[src/rtl/text_console_writer_defines.svh]
// Assertion macros shared by the text console writer RTL.
`ifndef TEXT_CONSOLE_WRITER_DEFINES_SVH
`define TEXT_CONSOLE_WRITER_DEFINES_SVH

`ifndef SYNTHESIS

`define TCW_ASSERT_CLK(name, prop, msg) \
    name: assert property (@(posedge clk) disable iff (!rst_n) prop) \
        else $error(msg);

`define TCW_ASSERT_NEVER(name, expr, msg) \
    `TCW_ASSERT_CLK(name, !(expr), msg)

`else

`define TCW_ASSERT_CLK(name, prop, msg)

`define TCW_ASSERT_NEVER(name, expr, msg)

`endif

`endif

[src/rtl/tcw_pkg.sv]
// Types and constants of the text console writer.
`timescale 1ns / 1ps

package tcw_pkg;

    localparam int ROW_W  = 5;
    localparam int COL_W  = 7;
    localparam int CELL_W = 16;
    localparam int CHAR_W = 8;
    localparam int COLOR_W = 4;

    localparam logic [CHAR_W-1:0] CH_ESC   = 8'h1B;
    localparam logic [CHAR_W-1:0] CH_BS    = 8'h08;
    localparam logic [CHAR_W-1:0] CH_NL    = 8'h0A;
    localparam logic [CHAR_W-1:0] CH_SPACE = 8'h20;
    localparam logic [CHAR_W-1:0] CH_OPEN  = 8'h5B;
    localparam logic [CHAR_W-1:0] CH_SEMI  = 8'h3B;
    localparam logic [CHAR_W-1:0] CH_M     = 8'h6D;
    localparam logic [CHAR_W-1:0] CH_ZERO  = 8'h30;
    localparam logic [CHAR_W-1:0] CH_NINE  = 8'h39;

    localparam logic [1:0] PH_NORMAL = 2'd0;
    localparam logic [1:0] PH_ESC    = 2'd1;
    localparam logic [1:0] PH_OPEN   = 2'd2;
    localparam logic [1:0] PH_NUMBER = 2'd3;

    localparam logic REG_FORE = 1'b0;
    localparam logic REG_BACK = 1'b1;

    localparam logic FUNC_PUT  = 1'b0;
    localparam logic FUNC_READ = 1'b1;

    typedef struct packed {
        logic              func;
        logic [CHAR_W-1:0] char_code;
        logic [ROW_W-1:0]  read_row;
        logic [COL_W-1:0]  read_col;
    } tcw_item_t;

    typedef struct packed {
        logic [CELL_W-1:0] cell_value;
        logic [COL_W-1:0]  cursor_col;
        logic [ROW_W-1:0]  cursor_row;
        logic              in_escape;
    } tcw_result_t;

    typedef struct packed {
        logic       swallow;
        logic [1:0] phase_next;
    } tcw_esc_t;

endpackage

[src/rtl/tcw_escape.sv]
// Escape sequence parser: decides whether a character is swallowed.
`timescale 1ns / 1ps

module tcw_escape
    import tcw_pkg::*;
(
    input  logic [1:0]        phase,
    input  logic [CHAR_W-1:0] char_code,
    output tcw_esc_t          esc
);

    logic is_digit;

    assign is_digit = (char_code >= CH_ZERO) && (char_code <= CH_NINE);

    always_comb
    begin
        esc.swallow    = 1'b0;
        esc.phase_next = PH_NORMAL;
        unique case (phase)
            PH_NORMAL:
            begin
                if (char_code == CH_ESC)
                begin
                    esc.swallow    = 1'b1;
                    esc.phase_next = PH_ESC;
                end
            end
            PH_ESC:
            begin
                if (char_code == CH_OPEN)
                begin
                    esc.swallow    = 1'b1;
                    esc.phase_next = PH_OPEN;
                end
            end
            PH_OPEN:
            begin
                if (is_digit)
                begin
                    esc.swallow    = 1'b1;
                    esc.phase_next = PH_NUMBER;
                end
            end
            PH_NUMBER:
            begin
                if (is_digit)
                begin
                    esc.swallow    = 1'b1;
                    esc.phase_next = PH_NUMBER;
                end
                else if (char_code == CH_SEMI)
                begin
                    esc.swallow    = 1'b1;
                    esc.phase_next = PH_OPEN;
                end
                else if (char_code == CH_M)
                begin
                    esc.swallow    = 1'b1;
                    esc.phase_next = PH_NORMAL;
                end
            end
        endcase
    end

endmodule

[config.mk]
export PLATFORM = sky130hd
export DESIGN_NAME = tcw_escape
export DESIGN_NICKNAME = d
export VERILOG_FILES = /design/src/rtl/text_console_writer_defines.svh /design/src/rtl/tcw_pkg.sv /design/src/rtl/tcw_escape.sv
export SDC_FILE = /design/constraint.sdc
export NUM_CORES = 1
export LEC_CHECK = 0
export ABC_CLOCK_PERIOD_IN_PS = 1850
export BUFFER_PORTS_ARGS = -buffer_cell sky130_fd_sc_hd__buf_4
export CELL_PAD_IN_SITES_DETAIL_PLACEMENT = 1
export CELL_PAD_IN_SITES_GLOBAL_PLACEMENT = 1
export CORE_AREA = 2 2 39 41
export DETAILED_ROUTE_END_ITERATION = 8
export DIE_AREA = 0 0 41 43
export PLACE_DENSITY = 0.44
export SYNTH_ARGS = -nofsm -noshare
export SYNTH_HDL_FRONTEND = slang
export SYNTH_SLANG_ARGS = --single-unit
export TNS_END_PERCENT = 5
[constraint.sdc]
create_clock -name vclk -period 1.85
set_input_delay 0 -clock vclk [all_inputs]
set_output_delay 0 -clock vclk [all_outputs]
set_load 0.01 [all_outputs]
# --- Yosys cells after proc, flatten, opt, wreduce, memory -nomap -nowiden ---
# Cells that the tools add are included.
word_totals:
  reg_bits: 0
  latch_bits: 0
  mem_bits_rw: 0
  rom_bits: 0
  input_bits: 10
  out_inout_bits: 3
  word_cells: 18
  memories: 0
op_classes:
  addsub: 0
  multipliers: 0
  div: 0
  order_cmp: 2
  eq_ne: 7
  shift: 0
  mux: 7
  n_bitwise: 0
  n_reduce_logical: 2
op_table:
  columns: ["op", "n"]
  rows:
  - ["3-bit two-way mux", 6]
  - ["8-bit by 7-bit equality test with 1-bit output (second input constant)", 2]
  - ["3-bit one-hot mux with 4 select lines", 1]
  - ["8-bit by 5-bit equality test with 1-bit output (second input constant)", 1]
  - ["8-bit by 6-bit equality test with 1-bit output (second input constant)", 1]
  - ["8-bit by 6-bit greater-or-equal comparator with 1-bit output (second input constant)", 1]
  - ["8-bit by 6-bit <= comparator with 1-bit output (second input constant)", 1]
  - ["2-bit equality test (second input constant)", 2]
  - ["2-bit by 1-bit equality test with 1-bit output (second input constant)", 1]
  - ["2-bit zero test", 1]
  - ["1-bit logical AND", 1]

# --- Logic depth before layout (Yosys ltp) ---
# Gate-level depths: netlist of the first run.
logic_depth:
  ltp_word: 5
  ltp_mapped: 4
  mapped_depth_nobuf: 4

# --- Least setup slack after synthesis of the first run ---
# OpenSTA, ideal clock, no wires.
synth_path:
  kind: "input to output"
  start: "input port char_code[5]"
  end: "output port esc[0] (netlist bit)"
  t_arrival_ps: 727
  required_ps: 1850
  setup_slack_ps: 1123
  path_stages: 4
  n_path_buf: 0
  path_cell_list: "nor4b_4 nand3_2 o21a_1 nor3_2"
synth_lines:
  columns: ["element", "line", "source"]
  rows:
  - ["start: declaration", "tcw_escape.sv:8", "input logic [CHAR_W-1:0] char_code,"]
  - ["end: declaration", "tcw_escape.sv:9", "output tcw_esc_t esc"]

==> impl_metrics.py, run 1 <==
metrics = {
    "placed_design": {
        "place_congestion": 0.647,
        "io_buffers": 13,
        "place_hpwl_um": 508,
        "pre_cts_ws_ns": 0.869,
        "dpl_cell_area_um2": 272,
    },
    "floorplan": {
        "io_pins": 13,
        "die_area_mm2": 0.00176,
        "initial_core_util": 0.111,
        "die_h_um": 43,
        "fp-row-count": 14,
        "core_mm2": 0.00138,
        "die_w_um": 41,
    },
    "route": {
        "drc": 0,
        "first_iter_violations": 3,
        "finalWirelength_um": 573,
        "route.antenna.remaining_nets": 0,
        "via_count": 218,
        "routedWlPerCell_um": 11.9,
        "drt_first_pass_iters": 3,
        "vias_per_cell": 4.54,
    },
    "status": {
        "status": "finished, final reports clean",
    },
    "logic_synthesis": {
        "syn-instance-count": 19,
        "yosysMostFrequentCell": "nand2_1",
        "synth_area_leader_cell": "nor4b_4",
        "synth_area_um2": 154,
        "syn_area_per_cell_um2": 8.10,
        "seq_area_frac_synth": 0,
        "syn-num-nets": 29,
        "yosysWarnings": 0,
        "ys_top_cells_by_area": "nor4b_4 15%, o311ai_2 11%, nand3_2 6.5%",
        "synth_top_area_frac": 0.154,
        "ys_types": 18,
    },
    "timing": {
        "rsz0062_at_grt": "false",
        "hold_viol_final": 0,
        "period_needed_ns": 0.976,
        "setup_ws_ns": 0.874,
        "tightest_slew_ns": 0.261,
        "relSlewSlack": 0.824,
        "slew_viol_final": 0,
        "setup-tns-final_ns": 0,
        "post-route-period-util": 0.528,
        "max_freq_mhz": 1020,
        "setup_violations": 0,
    },
    "cells_and_area": {
        "clock_buffers": 0,
        "layout_common_cells": "13 x buf_4, 2 x nand2_1",
        "drive_gt1_frac": 0.531,
        "seqCellArea_um2": 0,
        "design.seq.count": 0,
        "n_antenna_cell": 0,
        "design_area_um2": 272,
        "area_growth_pct": 76.4,
        "finalNetCount": 44,
        "mostFrequentLayoutCell": "buf_4",
        "fill_cells": 176,
    },
    "critical_path": {
        "end_kind": "primary output",
        "required_ns": 1.85,
        "worstSetupPathType": "in2out",
        "crit_arrival_ns": 0.98,
        "setup.worst_path.start": "char_code[5]",
        "cp-start-kind": "input port",
        "crit_fanout": 3,
    },
    "pwr": {
        "p_switching_w": 0.0000211,
        "p_leak_nw": 0.101,
        "intPower_w": 0.0000227,
        "seq_power_share": 0,
        "pwr-share-comb": 1.000,
        "power_frac_clock": 0,
        "peakVddDrop_v": 0.0000474,
        "swShare": 0.482,
        "p_per_area_mw_per_mm2": 161,
    },
    "worst_hold_path": {
        "worstHoldStart": "char_code[6]",
        "hp-class": "in2out",
    },
    "grt": {
        "grt_overflow": 0,
        "grt_use_total": 0.0679,
        "grt_first_pass_wirelength_um": 897,
        "antenna_found_initial": 0,
        "grt_max_degree": 6,
        "grt_pass1_vias": 212,
    },
    "clock_network": {
        "post_cts_buffers": 0,
        "hold_buffers": 0,
        "cts_repair_resize_count": 0,
    },
    "flow_run": {
        "maxCapViolCount": 0,
    },
}
-- stage by stage --
step | utilization | power [W] | hold WS (ns) | std cells
floorplan | - | 0.0000141 | 0.0332 | 19
global placement | 0.196 | 0.0000440 | 0.286 | 48
detailed placement | 0.196 | 0.0000443 | 0.288 | 48
CTS | 0.196 | 0.0000444 | 0.290 | 48
global route | 0.196 | 0.0000476 | 0.297 | 48
finish | 0.196 | 0.0000437 | 0.286 | 48
-- power groups by stage --
stage	sequential (W)	combinational, W	clock, W
3_3_place_gp	0	0.0000440	0
5_1_grt	0	0.0000476	0
4_1_cts	0	0.0000444	0
2_1_floorplan	0	0.0000141	0
3_5_place_dp	0	0.0000443	0
6_report	0	0.0000437	0
-- worst max-delay path: stages --
cell	delay [ns]
buf_4	0.13
nor4b_4	0.27
nand3_2	0.13
o21a_1	0.20
nor3_2	0.10
buf_4	0.14
-- worst paths after layout --
kind              endpoint  slack [ns]  cells past startpoint
setup / recovery    esc[0]        0.87                      6
hold / removal      esc[0]        0.29                      3
-- layout make-up --
class	instances	area, um2	area share
Tap cell	16	20.0	0.0737
Timing Repair Buffer	13	97.6	0.359
Multi-Input combinational cell	19	154	0.567
-- cells by family after synthesis --
family,share of synthesized area
simple gates,0.602
compound gates,0.342
xor+xnor,0.0569
-- metal layers --
metal / routed length (um) / part of all wire / global-route usage / up-vias
met3: 76 / 0.13 / 0 / 0
met4: 0 / 0 / 0 / 0
met1: 270 / 0.47 / 0.108 / 98
met2: 227 / 0.40 / 0.106 / 13
met5: 0 / 0 / 0 / -
li1: - / - / - / 107
No activity file was read; power rests on OpenSTA's default activity.
==> inputs of run 2 (changes only) <==
Settings changed: ABC_CLOCK_PERIOD_IN_PS 1850 to 900.
Clock period 1.85 ns to 0.9 ns, I/O delays scaled along.
==> run 2 against run 1 <==
Compared with the run above: the run now ends with negative setup slack left; global-route usage up 0.90 points; cell count up 6.3%; final area grew 12%; critical path depth unchanged; setup slack got worse by 0.93 ns; non-clock buffer count is 3 higher; combinational power increased by 140%; wire length is 10% higher; critical path type unchanged; highest routed layer unchanged.
==> impl_metrics.py, run 2 (synthesis gave the netlist of run 1 again) <==
metrics = {
    "critical_path": {
        "required_ns": 0.90,
        "end_kind": "primary output",
        "worstSetupPathType": "in2out",
        "crit_buf_inv": 2,
        "crit_arrival_ns": 0.95,
        "cp-start-kind": "input port",
        "critical-path-top-delay-family": "simple AND/OR/NAND/NOR gates",
        "crit_chain": "buf_8 > nor4b_4 > nand3_2 > o21a_1 > nor3_2 > buf_4",
        "crit_cells": 6,
        "crit_fanout": 3,
        "cpPeakStageDelay_ns": 0.27,
        "crit_slowest_cell": "nor4b_4",
    },
    "pwr": {
        "swShare": 0.436,
        "pwr-share-comb": 1.000,
        "peakVddDrop_v": 0.0000709,
        "fin_total_pwr_w": 0.000105,
        "p_leak_nw": 0.119,
        "p_switching_w": 0.0000456,
        "power_frac_clock": 0,
        "p_per_area_mw_per_mm2": 343,
        "intPower_w": 0.0000590,
        "seq_power_share": 0,
    },
    "cells_and_area": {
        "seqCellArea_um2": 0,
        "drive_gt1_frac": 0.571,
        "finalNetCount": 47,
        "area_growth_pct": 98.4,
        "mostFrequentLayoutCell": "buf_4",
        "design.seq.count": 0,
        "clock_buffers": 0,
        "n_antenna_cell": 0,
        "layout_common_cells": "14 x buf_4, 2 x nand2_1",
    },
    "timing": {
        "setup_violations": 3,
        "relSlewSlack": 0.830,
        "hold_viol_final": 0,
        "max_freq_mhz": 1050,
        "post-route-period-util": 1.06,
        "rsz0062_at_grt": "true",
        "slew_viol_final": 0,
        "setup_ws_ns": -0.0527,
        "hold_ws_ns": 0.283,
        "tightest_slew_ns": 0.254,
        "period_needed_ns": 0.953,
    },
    "status": {
        "status": "finished with violations",
        "failed_checks": "negative setup slack",
    },
    "floorplan": {
        "die_h_um": 43,
        "initial_core_util": 0.111,
        "core_mm2": 0.00138,
        "fp-row-count": 14,
        "die_area_mm2": 0.00176,
        "die_w_um": 41,
        "io_pins": 13,
    },
    "placed_design": {
        "io_buffers": 13,
        "place_hpwl_um": 528,
        "place_congestion": 0.656,
        "pre_cts_ws_ns": -0.0894,
    },
    "route": {
        "finalWirelength_um": 631,
        "drt_first_pass_iters": 2,
        "drc": 0,
        "route.antenna.remaining_nets": 0,
        "routedWlPerCell_um": 12.4,
        "first_iter_violations": 2,
        "via_count": 220,
        "vias_per_cell": 4.31,
    },
    "worst_hold_path": {
        "worstHoldPathCells": 3,
        "hp-class": "in2out",
    },
    "grt": {
        "grt_use_total": 0.0769,
        "grt_max_degree": 6,
        "grt_overflow": 0,
        "antenna_found_initial": 0,
        "grt_first_pass_wirelength_um": 1040,
        "grt_pass1_vias": 230,
    },
    "flow_run": {
        "maxCapViolCount": 0,
    },
}
-- run 2: tightest hold or removal path, delay by kind of cell --
kind,cells,cell delay [ns]
buffers and inverters,2,0.24
and+or+nand+nor,1,0.04
-- run 2: stage by stage --
step / cell area, um2 / TNS [ns] / instances / utilization
2_1_floorplan: 154 / 0 / 19 / -
4_1_cts: 305 / -0.167 / 51 / 0.221
3_3_place_gp: 294 / -0.153 / 51 / 0.212
3_5_place_dp: 294 / -0.199 / 51 / 0.212
5_1_grt: 305 / -0.320 / 51 / 0.221
6_report: 305 / -0.0698 / 51 / 0.221
-- run 2: worst paths after layout --
kind                startpoint     end  slack, ns
hold / removal    char_code[6]  esc[0]       0.28
setup / recovery  char_code[5]  esc[0]      -0.05
-- run 2: final cells by class --
| type | count | area (um2) |
|---|---|---|
| Fill cell | 171 | 1080 |
| Multi-Input combinational cell | 19 | 154 |
| Tap cell | 16 | 20.0 |
| Timing Repair Buffer | 16 | 131 |
-- run 2: routing by layer --
layer  GRT usage  vias to the layer above  wire (um)
li1            -                      111          -
met5           0                        -          0
met3           0                        0         63
met2       0.119                       13        244
met4           0                        0          0
met1       0.123                       96        323
-- run 2: power groups by stage --
stage / Sequential (W) / Clock [W] / Combinational [W]
2_1_floorplan: 0 / 0 / 0.0000289
3_3_place_gp: 0 / 0 / 0.0000996
3_5_place_dp: 0 / 0 / 0.000101
4_1_cts: 0 / 0 / 0.000106
5_1_grt: 0 / 0 / 0.000114
6_report: 0 / 0 / 0.000105
-- run 2: repair_timing --
item	in CTS	in global routing
resized for setup	3	0
pin swaps	0	2
hold buffers	0	0
setup endpoints to repair	3	3
buffers inserted	0	0
==> inputs of run 3 (changes only) <==
==> constraint.sdc (replaced) <==
create_clock -name vclk -period 0.9
set_input_delay 0.09 -clock vclk [all_inputs]
set_output_delay 0.09 -clock vclk [all_outputs]
set_load 0.01 [all_outputs]
==> run 3 against run 2 <==
Compared with the run above: the flow still finishes with violations (negative setup slack); count of clock-buffer cells in the layout is the same; worst hold slack improved by 0.27 ns; critical endpoint unchanged; first-iteration DRC count is 100% higher; final area grew 4.9%; critical path depth stayed put; wire length shrank 2.4%; cell count rose by 2.0%; non-clock buffer count grew 1; maximum frequency fell by 16%; sequential cell count did not move; via count is 5.9% higher.
==> impl_metrics.py, run 3 (synthesis gave the netlist of run 1 again) <==
metrics = {
    "status": {
        "status": "finished with violations",
        "failed_checks": "negative setup slack",
    },
    "grt": {
        "grt_use_total": 0.0709,
        "grt_pass1_vias": 238,
        "grt_first_pass_wirelength_um": 952,
        "grt_max_degree": 6,
        "grt_overflow": 0,
        "antenna_found_initial": 0,
    },
    "flow_run": {
        "maxCapViolCount": 0,
    },
    "pwr": {
        "pwr-share-comb": 1.000,
        "fin_total_pwr_w": 0.000111,
        "seq_power_share": 0,
        "swShare": 0.435,
        "p_leak_nw": 0.125,
        "power_frac_clock": 0,
        "intPower_w": 0.0000627,
        "p_switching_w": 0.0000483,
        "p_per_area_mw_per_mm2": 346,
        "peakVddDrop_v": 0.000110,
    },
    "floorplan": {
        "core_mm2": 0.00138,
        "die_h_um": 43,
        "initial_core_util": 0.111,
        "die_w_um": 41,
        "io_pins": 13,
        "die_area_mm2": 0.00176,
        "fp-row-count": 14,
    },
    "cells_and_area": {
        "finalNetCount": 48,
        "seqCellArea_um2": 0,
        "mostFrequentLayoutCell": "buf_4",
        "area_growth_pct": 108,
        "design.seq.count": 0,
        "clock_buffers": 0,
        "layout_common_cells": "15 x buf_4, 2 x nand2_1, 2 x nor3_2",
        "fin_util": 0.231,
        "fill_cells": 168,
        "n_antenna_cell": 0,
        "drive_gt1_frac": 0.639,
    },
    "critical_path": {
        "required_ns": 0.81,
        "crit_fanout": 3,
        "crit_chain": "buf_8 > nor4b_4 > nand3_2 > o21a_1 > nor3_2 > buf_4",
        "cpPeakStageDelay_ns": 0.27,
        "crit_arrival_ns": 1.04,
        "worstSetupPathType": "in2out",
        "crit_slowest_cell": "nor4b_4",
        "end_kind": "primary output",
        "cp-start-kind": "input port",
    },
    "route": {
        "drt_first_pass_iters": 2,
        "first_iter_violations": 4,
        "via_count": 233,
        "drc": 0,
        "finalWirelength_um": 616,
        "route.antenna.remaining_nets": 0,
        "vias_per_cell": 4.48,
        "routedWlPerCell_um": 11.8,
    },
    "worst_hold_path": {
        "worstHoldStart": "char_code[6]",
        "worstHoldPathCells": 4,
        "hp-class": "in2out",
        "whs_endpoint": "esc[0]",
    },
    "timing": {
        "slew_viol_final": 0,
        "setup_violations": 3,
        "period_needed_ns": 1.13,
        "post-route-period-util": 1.26,
        "hold_viol_final": 0,
        "setup-tns-final_ns": -0.612,
        "max_freq_mhz": 883,
        "tightest_slew_ns": 0.274,
        "setup_ws_ns": -0.232,
        "hold_ws_ns": 0.552,
        "relSlewSlack": 0.815,
        "rsz0062_at_grt": "true",
    },
    "placed_design": {
        "io_buffers": 13,
        "place_hpwl_um": 532,
        "place_congestion": 0.689,
        "pre_cts_ws_ns": -0.273,
    },
    "clock_network": {
        "hold_buffers": 0,
    },
}
[run 3: cell count changes in the layout (fill, tap and decap cells not counted), sizes merged]
cell | previous run | this run
buf | 16 | 17
[run 3: what timing repair did]
action                                  4_1_cts  5_1_grt
endpoints found under the setup margin        3        3
resized for setup                             4        1
pin swaps                                     2        0
setup buffers                                 0        0
[run 3: final cells by class]
cell class                 count  area [um2]  share of cell area
tap                           16        20.0              0.0625
timing repair buffer          17         139               0.434
multi-input combinational     19         161               0.504
[run 3: how the worst max path moves through the flow]
stage                      start     end  slack (ns)  cells past startpoint
floorplan           char_code[5]  esc[0]      -0.007                      4
global route        char_code[5]  esc[0]       -0.30                      6
finish              char_code[5]  esc[0]       -0.23                      6
global placement    char_code[5]  esc[0]       -0.26                      6
CTS                 char_code[5]  esc[0]       -0.25                      6
detailed placement  char_code[5]  esc[0]       -0.27                      6
[run 3: routing by layer]
metal,track usage,vias to the layer above,wire length (um)
met4,0,0,0
met5,0,-,0
met1,0.111,107,295
met2,0.113,13,255
li1,-,113,-
met3,0,0,64
[run 3: worst max-delay path: cells and delay by family]
family	cells	cell delay, ns
buffers and inverters	2	0.24
AND/OR/NAND/NOR	3	0.50
AO/OA/AOI/OAI	1	0.21
[run 3: through the flow]
step / cells / instance area (um2)
after floorplan: 19 / 154
after global placement: 52 / 302
after detailed placement: 52 / 302
after CTS: 52 / 315
after global routing: 52 / 320
final: 52 / 320
[run 3: power by group through the flow]
stage	combinational, W	sequential, W	clock, W
after floorplan	0.0000289	0	0
after global placement	0.000103	0	0
after detailed placement	0.000104	0	0
after CTS	0.000110	0	0
after global routing	0.000120	0	0
final	0.000111	0	0
